[src/rtl/pps_pkg.sv]
// ----------------------------------------------------------------------------
// pps_pkg
// Shared types, codes and constants for the paragraph property scanner.
// ----------------------------------------------------------------------------
package pps_pkg;

   localparam int CodeWidth  = 16;
   localparam int ValueWidth = 24;
   localparam int AccWidth   = 32;
   localparam int OffWidth   = 32;
   localparam int CsrIdxWidth = 2;

   // parser phases
   localparam logic [2:0] PH_STYLE_A  = 3'd0;
   localparam logic [2:0] PH_STYLE_B  = 3'd1;
   localparam logic [2:0] PH_CODE_LO  = 3'd2;
   localparam logic [2:0] PH_CODE_HI  = 3'd3;
   localparam logic [2:0] PH_FIXED    = 3'd4;
   localparam logic [2:0] PH_VAR_LEN  = 3'd5;
   localparam logic [2:0] PH_VAR_SKIP = 3'd6;

   localparam logic [2:0] VAR_SIZE_CLASS = 3'd6;

   // register indexes
   localparam logic [CsrIdxWidth-1:0] REG_CODE_FIRST  = 2'd0;
   localparam logic [CsrIdxWidth-1:0] REG_CODE_SECOND = 2'd1;
   localparam logic [CsrIdxWidth-1:0] REG_VALUE       = 2'd2;

   localparam logic [CodeWidth-1:0]  RST_CODE_FIRST  = 16'h2403;
   localparam logic [CodeWidth-1:0]  RST_CODE_SECOND = 16'h2416;
   localparam logic [ValueWidth-1:0] RST_VALUE       = 24'h000001;

   typedef struct packed {
      logic [CodeWidth-1:0]  code_first;
      logic [CodeWidth-1:0]  code_second;
      logic [ValueWidth-1:0] value;
   } cfg_type;

   typedef struct packed {
      logic is_centered;
      logic cut_short;
   } flags_type;

   // operand bytes per size class; variable class reads a length byte instead
   function automatic logic [7:0] size_of_class(input logic [2:0] cls);
      logic [7:0] sz;
      case (cls)
         3'd0:    sz = 8'd1;
         3'd1:    sz = 8'd1;
         3'd2:    sz = 8'd2;
         3'd3:    sz = 8'd4;
         3'd4:    sz = 8'd2;
         3'd5:    sz = 8'd2;
         3'd6:    sz = 8'd0;
         default: sz = 8'd3;
      endcase
      return sz;
   endfunction

endpackage

[src/rtl/pps_csr.sv]
// ----------------------------------------------------------------------------
// pps_csr
// Match code and match value registers, written through the csr channel.
// ----------------------------------------------------------------------------
module pps_csr
   import pps_pkg::*;
(
   input  logic                   clock,
   input  logic                   reset,
   input  logic                   csr_valid,
   output logic                   csr_ready,
   input  logic [CsrIdxWidth-1:0] csr_index,
   input  logic [ValueWidth-1:0]  csr_wdata,
   output cfg_type                cfg
);

   cfg_type cfg_ff;
   cfg_type cfg_in;

   assign csr_ready = 1'b1;
   assign cfg       = cfg_ff;

   always_comb begin
      cfg_in = cfg_ff;
      if (csr_valid) begin
         case (csr_index)
            REG_CODE_FIRST:  cfg_in.code_first  = csr_wdata[CodeWidth-1:0];
            REG_CODE_SECOND: cfg_in.code_second = csr_wdata[CodeWidth-1:0];
            REG_VALUE:       cfg_in.value       = csr_wdata;
            default:         cfg_in = cfg_ff;
         endcase
      end
   end

   always_ff @(posedge clock) begin
      if (reset) begin
         cfg_ff.code_first  <= RST_CODE_FIRST;
         cfg_ff.code_second <= RST_CODE_SECOND;
         cfg_ff.value       <= RST_VALUE;
      end else begin
         cfg_ff <= cfg_in;
      end
   end

endmodule

[src/rtl/pps_parser.sv]
// ----------------------------------------------------------------------------
// pps_parser
// Running parse state of the property list; one byte per accepted beat.
// Flags for the paragraph are presented for the current byte.
// ----------------------------------------------------------------------------
module pps_parser
   import pps_pkg::*;
(
   input  logic       clock,
   input  logic       reset,
   input  logic       take,
   input  logic [7:0] list_byte,
   input  logic       last_byte,
   input  cfg_type    cfg,
   output flags_type  flags
);

   logic [2:0]           phase_ff,  phase_in;
   logic [1:0]           count_ff,  count_in;
   logic [CodeWidth-1:0] code_ff,   code_in;
   logic [AccWidth-1:0]  acc_ff,    acc_in;
   logic [7:0]           left_ff,   left_in;
   logic                 seen_ff,   seen_in;

   logic [2:0]           phase_nx;
   logic [1:0]           count_nx;
   logic [CodeWidth-1:0] code_nx;
   logic [AccWidth-1:0]  acc_nx;
   logic [7:0]           left_nx;
   logic                 seen_nx;
   logic [AccWidth-1:0]  acc_merged;
   logic [7:0]           left_dec;
   logic                 code_hit;

   assign acc_merged = acc_ff | ({{(AccWidth-8){1'b0}}, list_byte} << {count_ff, 3'b000});
   assign left_dec   = left_ff - 8'd1;
   assign code_hit   = (code_ff == cfg.code_first) || (code_ff == cfg.code_second);

   always_comb begin
      phase_nx = phase_ff;
      count_nx = count_ff;
      code_nx  = code_ff;
      acc_nx   = acc_ff;
      left_nx  = left_ff;
      seen_nx  = seen_ff;
      case (phase_ff)
         PH_STYLE_B: begin
            phase_nx = PH_CODE_LO;
         end
         PH_CODE_LO: begin
            code_nx  = {8'h00, list_byte};
            phase_nx = PH_CODE_HI;
         end
         PH_CODE_HI: begin
            code_nx = {list_byte, code_ff[7:0]};
            if (list_byte[7:5] == VAR_SIZE_CLASS) begin
               phase_nx = PH_VAR_LEN;
            end else begin
               left_nx  = size_of_class(list_byte[7:5]);
               count_nx = 2'd0;
               acc_nx   = '0;
               phase_nx = PH_FIXED;
            end
         end
         PH_FIXED: begin
            acc_nx   = acc_merged;
            count_nx = count_ff + 2'd1;
            left_nx  = left_dec;
            if (left_dec == 8'd0) begin
               if (code_hit && (acc_merged == {{(AccWidth-ValueWidth){1'b0}}, cfg.value})) begin
                  seen_nx = 1'b1;
               end
               phase_nx = PH_CODE_LO;
            end
         end
         PH_VAR_LEN: begin
            left_nx  = list_byte;
            phase_nx = (list_byte != 8'd0) ? PH_VAR_SKIP : PH_CODE_LO;
         end
         PH_VAR_SKIP: begin
            left_nx = left_dec;
            if (left_dec == 8'd0) begin
               phase_nx = PH_CODE_LO;
            end
         end
         default: begin
            phase_nx = PH_STYLE_B;
         end
      endcase
   end

   assign flags.is_centered = seen_nx;
   assign flags.cut_short   = (phase_nx != PH_CODE_LO);

   always_comb begin
      phase_in = phase_ff;
      count_in = count_ff;
      code_in  = code_ff;
      acc_in   = acc_ff;
      left_in  = left_ff;
      seen_in  = seen_ff;
      if (take) begin
         if (last_byte) begin
            phase_in = PH_STYLE_A;
            count_in = '0;
            code_in  = '0;
            acc_in   = '0;
            left_in  = '0;
            seen_in  = 1'b0;
         end else begin
            phase_in = phase_nx;
            count_in = count_nx;
            code_in  = code_nx;
            acc_in   = acc_nx;
            left_in  = left_nx;
            seen_in  = seen_nx;
         end
      end
   end

   always_ff @(posedge clock) begin
      if (reset) begin
         phase_ff <= PH_STYLE_A;
         count_ff <= '0;
         code_ff  <= '0;
         acc_ff   <= '0;
         left_ff  <= '0;
         seen_ff  <= 1'b0;
      end else begin
         phase_ff <= phase_in;
         count_ff <= count_in;
         code_ff  <= code_in;
         acc_ff   <= acc_in;
         left_ff  <= left_in;
         seen_ff  <= seen_in;
      end
   end

endmodule

[src/rtl/paragraph_property_scanner.sv]
// ----------------------------------------------------------------------------
// paragraph_property_scanner
// Byte-serial scanner of one paragraph's style index and property list.
// ----------------------------------------------------------------------------
// Takes one list byte per beat, one beat per cycle while req_ready is high:
// the parse state updates in the cycle a byte is accepted and the beat
// carrying last_byte loads the result register, which drives rsp_ from the
// next cycle. req_ready drops only while that result register is full and
// rsp_ready is low. After each last byte the parser returns to the style-skip
// phase for the next paragraph; csr writes are registered and taken at any time.
// ----------------------------------------------------------------------------
module paragraph_property_scanner
   import pps_pkg::*;
(
   input  logic                   clock,
   input  logic                   reset,

   input  logic                   req_valid,
   output logic                   req_ready,
   input  logic [7:0]             req_list_byte,
   input  logic                   req_last_byte,
   input  logic [OffWidth-1:0]    req_para_start,
   input  logic [OffWidth-1:0]    req_para_end,

   output logic                   rsp_valid,
   input  logic                   rsp_ready,
   output logic [OffWidth-1:0]    rsp_range_start,
   output logic [OffWidth-1:0]    rsp_range_end,
   output logic                   rsp_is_centered,
   output logic                   rsp_cut_short,

   input  logic                   csr_valid,
   output logic                   csr_ready,
   input  logic [CsrIdxWidth-1:0] csr_index,
   input  logic [ValueWidth-1:0]  csr_wdata
);

   cfg_type   cfg;
   flags_type flags;
   logic      take;

   logic                rsp_valid_ff, rsp_valid_in;
   logic [OffWidth-1:0] start_ff, start_in;
   logic [OffWidth-1:0] end_ff,   end_in;
   flags_type           flags_ff, flags_in;

   pps_csr u_csr (
      .clock     (clock),
      .reset     (reset),
      .csr_valid (csr_valid),
      .csr_ready (csr_ready),
      .csr_index (csr_index),
      .csr_wdata (csr_wdata),
      .cfg       (cfg)
   );

   assign req_ready = !rsp_valid_ff || rsp_ready;
   assign take      = req_valid && req_ready;

   pps_parser u_parser (
      .clock     (clock),
      .reset     (reset),
      .take      (take),
      .list_byte (req_list_byte),
      .last_byte (req_last_byte),
      .cfg       (cfg),
      .flags     (flags)
   );

   always_comb begin
      rsp_valid_in = rsp_valid_ff;
      start_in     = start_ff;
      end_in       = end_ff;
      flags_in     = flags_ff;
      if (rsp_valid_ff && rsp_ready) begin
         rsp_valid_in = 1'b0;
      end
      if (take && req_last_byte) begin
         rsp_valid_in = 1'b1;
         start_in     = req_para_start;
         end_in       = req_para_end;
         flags_in     = flags;
      end
   end

   always_ff @(posedge clock) begin
      if (reset) begin
         rsp_valid_ff <= 1'b0;
      end else begin
         rsp_valid_ff <= rsp_valid_in;
      end
   end

   always_ff @(posedge clock) begin
      start_ff <= start_in;
      end_ff   <= end_in;
      flags_ff <= flags_in;
   end

   assign rsp_valid       = rsp_valid_ff;
   assign rsp_range_start = start_ff;
   assign rsp_range_end   = end_ff;
   assign rsp_is_centered = flags_ff.is_centered;
   assign rsp_cut_short   = flags_ff.cut_short;

endmodule
[config.mk]
export PLATFORM = sky130hd
export DESIGN_NAME = paragraph_property_scanner
export DESIGN_NICKNAME = d
export VERILOG_FILES = /design/src/rtl/pps_pkg.sv /design/src/rtl/pps_csr.sv /design/src/rtl/pps_parser.sv /design/src/rtl/paragraph_property_scanner.sv
export SDC_FILE = /design/constraint.sdc
export NUM_CORES = 1
export LEC_CHECK = 0
export BUFFER_PORTS_ARGS = -buffer_cell sky130_fd_sc_hd__buf_2
export CAP_MARGIN = 10
export CORE_MARGIN = 2
export CORE_UTILIZATION = 54
export CTS_CLUSTER_DIAMETER = 60
export DETAILED_ROUTE_END_ITERATION = 6
export PLACE_DENSITY = 0.88
export SLEW_MARGIN = 20
export SYNTH_ARGS = -nofsm -noshare
export SYNTH_HDL_FRONTEND = slang
export SYNTH_HIERARCHICAL = 1
export SYNTH_SLANG_ARGS = --single-unit
[constraint.sdc]
create_clock -name clock -period 3.2 [get_ports clock]
set_clock_uncertainty 0.1 [all_clocks]
set_input_delay 0.64 -clock clock [delete_from_list [all_inputs] [get_ports clock]]
set_output_delay 0.64 -clock clock [all_outputs]
set_load 0.02 [all_outputs]
Word level (Yosys, flattened, before mapping). Index checks and enable logic that the tools add are counted.

Reduce and logical (&&, ||, !) cells: 26. Bitwise operators: 1. Mux-type cells: 23. Shift-type cells: 1. Equal/unequal tests: 20. Add/sub/neg operators: 2.

Operator list (count): $mux W32 (2); $pmux W32 S2 (1); $eq A16 B16 Y1 (2); $eq A32 B24 Y1 (1); $or A32 B32 Y32 (1); $pmux W16 S2 (1); $shl A8 B5 Y32 (1); $pmux W8 S3 (1); $eq A3 B3 Y1 const B (6); $mux W16 (1); $mux W8 (2); $pmux W3 S5 (1); $eq A3 B2 Y1 const B (4); $mux W3 (3); $pmux W3 S3 (1); $reduce_and A3 Y1 (3); $logic_not A8 Y1 (1); $reduce_and A2 Y1 (4); $reduce_bool A8 Y1 (1); $sub A8 B1 Y8 const B (1); $mux W1 (7); $eq A3 B1 Y1 const B (2); $reduce_bool A3 Y1 (2); $logic_and A1 B1 Y1 (4); other kinds (16) (20).

Word-level logic and storage cells: 88. Register bits after elaboration: 185.

Logic depth before layout (Yosys ltp).
Depth in word-level cells: 8. Mapped depth: 9. Mapped depth without buffers: 8.

Hierarchy. The synthesis kept the hierarchy.

By module, submodules not included: pps_parser (instances 1, seq. area each 1241.2 µm², area an instance 3557.2 µm², cells each 444); pps_csr (instances 1, seq. area each 1121.1 µm², area an instance 2329.7 µm², cells each 222); paragraph_property_scanner (instances 1, seq. area each 2001.9 µm², area an instance 2049.5 µm², cells each 72).

Least setup slack after synthesis. Ideal clock, no wire load.

Kind: input port to flip-flop. Start: input rsp_ready. End: register flags_ff, in the netlist rsp_cut_short, enable pin. Stages on the path: 2. Slack: 0.841 ns. Data arrival time: 1.857 ns. Path buffers: 0. Setup time: 0.402 ns. Cell sequence: nand2b_4 nor2b_4.

Word-level cells in the longest chain between the ends: 3.

RTL lines: from (decl) (line paragraph_property_scanner.sv:26) `input logic rsp_ready,`; $logic_or A1 B1 Y1 (line paragraph_property_scanner.sv:57) `assign req_ready = !rsp_valid_ff || rsp_ready;`; $logic_and A1 B1 Y1 (line paragraph_property_scanner.sv:58) `assign take = req_valid && req_ready;`; $logic_and A1 B1 Y1 (line paragraph_property_scanner.sv:78) `if (take && req_last_byte) begin`; to (signal assigned) (line paragraph_property_scanner.sv:97) `flags_ff <= flags_in;`; to (decl) (line paragraph_property_scanner.sv:45) `flags_type flags_ff, flags_in;`.

Every way passes these cells. A chain may end at the register's enable or synchronous reset.

Worst setup path after layout.
Start: register u_parser.left_ff[0]. End: register u_parser.seen_ff.

Word-level cells in the longest chain between the ends: 5.

RTL lines: from (decl) (line pps_parser.sv:22) `logic [7:0] left_ff, left_in;`; from (signal assigned) (line pps_parser.sv:134) `left_ff <= left_in;`; $sub A8 B1 Y8 (line pps_parser.sv:36) `assign left_dec = left_ff - 8'd1;`; $logic_not A8 Y1 (line pps_parser.sv:69) `if (left_dec == 8'd0) begin`; $mux W1 (line pps_parser.sv:69); $mux W1 (line pps_parser.sv:46) `case (phase_ff)`; $mux W1 (line pps_parser.sv:103) `if (last_byte) begin`; to (signal assigned) (line pps_parser.sv:135) `seen_ff <= seen_in;`; to (decl) (line pps_parser.sv:23) `logic seen_ff, seen_in;`.

Every way passes these cells.

==> impl_metrics.prom <==
# TYPE chip_impl_metric gauge
chip_impl_metric{name="number_of_global_route_vias_before_repair",unit=""} 5952
chip_impl_metric{name="synthMuxAreaShare",unit="%"} 7.06
chip_impl_metric{name="fin_total_pwr",unit="mW"} 5.22
chip_impl_metric{name="wl",unit="um"} 20400
chip_impl_metric{name="crit_arrival",unit="ns"} 2.85
chip_impl_metric{name="rr_worst_depth",unit=""} 8
chip_impl_metric{name="post_synthesis_net_count",unit=""} 844
chip_impl_metric{name="grt_first_pass_wirelength",unit="um"} 31700
chip_impl_metric{name="dieWidth",unit="um"} 125
chip_impl_metric{name="synthesis.yosys.warnings",unit=""} 6
chip_impl_metric{name="std_cell_rows",unit=""} 44
chip_impl_metric{name="cts_hold_buffers",unit=""} 0
chip_impl_metric{name="final_nets",unit=""} 997
chip_impl_metric{name="cap_violations",unit=""} 0
chip_impl_metric{name="overflow",unit=""} 0
chip_impl_metric{name="final_layout_size_suffix_gt1_share",unit="%"} 24.7
chip_impl_info{name="timing.critical_path.from",value="u_parser/left_ff[0]"} 1
chip_impl_metric{name="clk_path_buf_depth",unit=""} 2
chip_impl_metric{name="pd_cells",unit="nW/um^2"} 548
chip_impl_metric{name="setup_total_negative_slack",unit="ns"} 0
chip_impl_metric{name="antenna-diode-count",unit=""} 0
chip_impl_metric{name="timing_worst_slew_pin_value",unit="ns"} 0.853
chip_impl_info{name="reg2reg_to",value="u_parser/seen_ff"} 1
chip_impl_metric{name="detailed_place_hpwl",unit="um"} 14400
chip_impl_info{name="grt_most_used_layer",value="met2"} 1
chip_impl_info{name="cts_root_buf",value="sky130_fd_sc_hd__clkbuf_16"} 1
chip_impl_metric{name="fraction_of_the_mapped_netlist_area_in_compound_gates",unit="%"} 11.0
chip_impl_metric{name="synth_xor_xnor_area_share",unit="%"} 6.18
chip_impl_info{name="yosys-top-cells-area",value="sky130_fd_sc_hd__dfxtp_1, sky130_fd_sc_hd__edfxtp_1, sky130_fd_sc_hd__mux2i_1"} 1
chip_impl_info{name="min_path_type",value="in -> reg"} 1
chip_impl_metric{name="placement.io_buffers",unit=""} 171
chip_impl_metric{name="total_leakage_power",unit="nW"} 3.91
chip_impl_metric{name="synth_sequential_area_ratio",unit="%"} 55.0
chip_impl_info{name="run_status",value="finished clean"} 1
chip_impl_metric{name="h_tree_lvl_count",unit=""} 4
chip_impl_metric{name="crit_fanout",unit=""} 7
chip_impl_metric{name="total_count_of_max_transition_violations_in_the_final_report",unit=""} 0
chip_impl_metric{name="io_pins",unit=""} 173
chip_impl_metric{name="syn-mean-instance-area",unit="sq um"} 10.8
chip_impl_info{name="post-synth-top-area-cell",value="sky130_fd_sc_hd__dfxtp_1"} 1
chip_impl_metric{name="post_synth_inst_count",unit=""} 738
chip_impl_metric{name="worst_ir_drop_vdd",unit="V"} 0.000384
chip_impl_metric{name="avgRoutedWirePerCell",unit="um"} 18.8
chip_impl_metric{name="number_of_register_bits_inferred_by_synthesis",unit=""} 185
chip_impl_metric{name="synth_async_sr_flop_share",unit="%"} 0
chip_impl_metric{name="synth.lib_cells_used.distinct",unit=""} 56
chip_impl_metric{name="detail_route.first_pass.iterations",unit=""} 7
chip_impl_info{name="setup.worst_path.end_class",value="flop"} 1
chip_impl_info{name="synth_top_family_by_area",value="simple AND/OR/NAND/NOR gates"} 1
chip_impl_metric{name="cts-resized-gates",unit=""} 0
chip_impl_metric{name="synth_adder_area_share",unit="%"} 0.315
chip_impl_metric{name="synth_simple_gate_area_share",unit="%"} 17.0
chip_impl_metric{name="antenna_found_initial",unit=""} 0
chip_impl_metric{name="groute.usage.overall",unit="%"} 25.7
chip_impl_info{name="path_cells",value="inv_1 -> ha_1 -> nor2_1 -> a31oi_1 -> or4b_4 -> nor4_2 -> nand4b_1 -> o31ai_2"} 1
chip_impl_info{name="cts_tree",value="done"} 1
chip_impl_metric{name="viasPerCell",unit=""} 5.76
chip_impl_metric{name="clock_insertion_delay_worst_skew",unit="ns"} 0.43
chip_impl_metric{name="worstPathRequired",unit="ns"} 3.45
chip_impl_metric{name="timing.reg2reg.setup_slack",unit="ns"} 0.60
chip_impl_info{name="worst_setup_path_start_kind",value="flop"} 1
chip_impl_metric{name="detail-route-antenna-nets",unit=""} 0
chip_impl_metric{name="fin_crit_sh",unit="%"} 81.2
chip_impl_metric{name="path_clk_slew",unit="ns"} 0.07
chip_impl_metric{name="die_height",unit="um"} 125
chip_impl_info{name="grt_setup_unrepaired",value="no"} 1
chip_impl_info{name="cp_slowest_cell",value="sky130_fd_sc_hd__or4b_4"} 1
chip_impl_metric{name="synth_top_area_share",unit="%"} 30.0
chip_impl_metric{name="cts-buffers-inserted",unit=""} 17
chip_impl_metric{name="drt_iter0_markers",unit=""} 684
chip_impl_info{name="timing_worst_setup_path_type",value="reg -> reg"} 1
chip_impl_metric{name="die_area",unit="sq um"} 15700
chip_impl_metric{name="grt_util_met3",unit="%"} 5.73
chip_impl_metric{name="gr-usage-met2",unit="%"} 41.4
chip_impl_metric{name="final.fill_count",unit=""} 1080
chip_impl_info{name="cp-endpoint",value="u_parser/seen_ff"} 1
chip_impl_metric{name="max_transition_margin",unit="%"} 43.0
chip_impl_metric{name="grt_util_met1",unit="%"} 33.8
chip_impl_metric{name="drt_drc_violations_left",unit=""} 0
chip_impl_metric{name="postCtsSetupBuffers",unit=""} 0
chip_impl_info{name="synth_flop_cell",value="sky130_fd_sc_hd__dfxtp_1"} 1
chip_impl_metric{name="critPathMaxStageDelay",unit="ns"} 0.57
chip_impl_metric{name="cts.sinks",unit=""} 185
chip_impl_metric{name="grt_start_max_net_pins",unit=""} 93
chip_impl_metric{name="final_period_minus_worst_setup_slack",unit="ns"} 2.60
chip_impl_metric{name="initial_core_utilization",unit="%"} 55.0
chip_impl_metric{name="synth_enable_flop_cells",unit=""} 66
chip_impl_info{name="min_from",value="req_para_end[0]"} 1
chip_impl_metric{name="setup_viol",unit=""} 0
chip_impl_metric{name="hold_viol",unit=""} 0
chip_impl_info{name="rr_startpoint",value="u_parser/left_ff[0]"} 1
chip_impl_metric{name="routed-via-count",unit=""} 6264
chip_impl_metric{name="post_synth_design_cell_area",unit="sq um"} 7940
chip_impl_metric{name="gp_congestion",unit=""} 0.880
chip_impl_metric{name="maxClockFrequency",unit="GHz"} 0.385
chip_impl_metric{name="core",unit="sq um"} 14400
chip_impl_metric{name="holdWs",unit="ns"} 0.278
chip_impl_metric{name="layout-area-overhead-vs-synth",unit="%"} 20.1
[metrics by stage]
step	std cells	area, sq um	utilization, %	setup slack, ns
2_1_floorplan	738	7940	-	0.841
3_3_place_gp	1056	8900	61.7	0.673
3_5_place_dp	1056	8900	61.7	0.590
4_1_cts	1088	9530	66.1	0.607
5_1_grt	1088	9530	66.1	0.438
6_report	1088	9530	66.1	0.600
[routing by layer]
metal  share of wire [%]  up-vias
met5                   0        -
met4                 2.8        0
met3                 8.7       49
met2                  47      347
met1                  41     2942
li1                    -     2926
[cells by family (layout without fill, tap and decap cells)]
logic type | after synthesis | count (layout)
flip-flops | 185 | 185
AND/OR/NAND/NOR | 245 | 245
adder cells (fa/ha/maj) | 2 | 2
XOR/XNOR | 56 | 56
other | 1 | 1
buffers and inverters | 61 | 227
AO/OA/AOI/OAI | 132 | 132
multiplexers | 56 | 56
[registers in the layout, summed over array words and instances, names as in the netlist]
register           flops
rsp_is_centered        1
u_parser/seen_ff       1
u_parser/code_ff      16
u_parser/acc_ff       32
u_parser/count_ff      2
u_csr/cfg             56
rsp_valid              1
rsp_range_end         32
rsp_cut_short          1
u_parser/left_ff       8
u_parser/phase_ff      3
rsp_range_start       32
[cell type report]
cell class                 count  area [sq um]  area share, %
clock buffer                  20           437           4.58
clock inverter                12           189           1.98
inverter                      12          45.0          0.473
multi-input combinational    492          3300           34.7
sequential                   185          4360           45.8
tap                          184           230           2.42
timing repair buffer         183           961           10.1
[where the power goes]
group	switching [mW]	internal [mW]
registers	0.0401	2.51
clock network	0.901	1.32
logic	0.274	0.176
[Yosys cell counts (3+ instances only)]
cell type,n
sky130_fd_sc_hd__dfxtp_1,119
sky130_fd_sc_hd__nand2b_1,76
sky130_fd_sc_hd__nor2_1,71
sky130_fd_sc_hd__edfxtp_1,66
sky130_fd_sc_hd__mux2i_1,56
sky130_fd_sc_hd__a22oi_1,41
sky130_fd_sc_hd__xor2_1,39
sky130_fd_sc_hd__a21oi_1,38
sky130_fd_sc_hd__clkbuf_1,33
sky130_fd_sc_hd__nand2_1,23
sky130_fd_sc_hd__xnor2_1,17
sky130_fd_sc_hd__nor3_1,13
sky130_fd_sc_hd__inv_1,12
sky130_fd_sc_hd__buf_2,11
sky130_fd_sc_hd__nand3_1,10
sky130_fd_sc_hd__nor4_1,10
sky130_fd_sc_hd__o21ai_0,10
sky130_fd_sc_hd__a31oi_1,7
sky130_fd_sc_hd__nor2b_1,7
sky130_fd_sc_hd__nor3b_1,5
sky130_fd_sc_hd__a211oi_1,4
sky130_fd_sc_hd__o21ai_1,4
sky130_fd_sc_hd__o31ai_1,4
sky130_fd_sc_hd__or4_1,4
sky130_fd_sc_hd__and3b_1,3
sky130_fd_sc_hd__buf_4,3
sky130_fd_sc_hd__nand3b_1,3
sky130_fd_sc_hd__nand4_1,3
sky130_fd_sc_hd__nor4_2,3
sky130_fd_sc_hd__o32ai_1,3
[how the worst min path moves through the flow]
stage,end,slack (ns),cells after the start
3_5_place_dp,u_parser/seen_ff,0.37,2
6_report,rsp_range_end[0],0.28,1
2_1_floorplan,u_parser/seen_ff,0.33,2
5_1_grt,rsp_range_end[0],0.27,1
3_3_place_gp,u_parser/seen_ff,0.35,2
4_1_cts,rsp_range_end[0],0.27,1
[critical path: cells and delay by family, from the launching register on]
family / cells / cell delay [ns]
adder cells (fa/ha/maj): 1 / 0.27
AND/OR/NAND/NOR: 4 / 1.29
flip-flops: 1 / 0.42
AO/OA/AOI/OAI: 2 / 0.33
buffers and inverters: 1 / 0.09
[cells in the final DEF, fill, tap and decap left out, drive strengths merged, types with 7 or more instances in the layout]
cell type,instances
nor2b,8
buf,183
xor2,39
inv,16
nor2,71
dfxtp,119
a31oi,7
o21ai,14
nand3,10
clkbuf,20
nand2,24
nor3,13
nor4,13
xnor2,17
edfxtp,66
nand2b,77
mux2i,56
a22oi,41
a21oi,38
No activity file was read; power rests on OpenSTA's default activity.
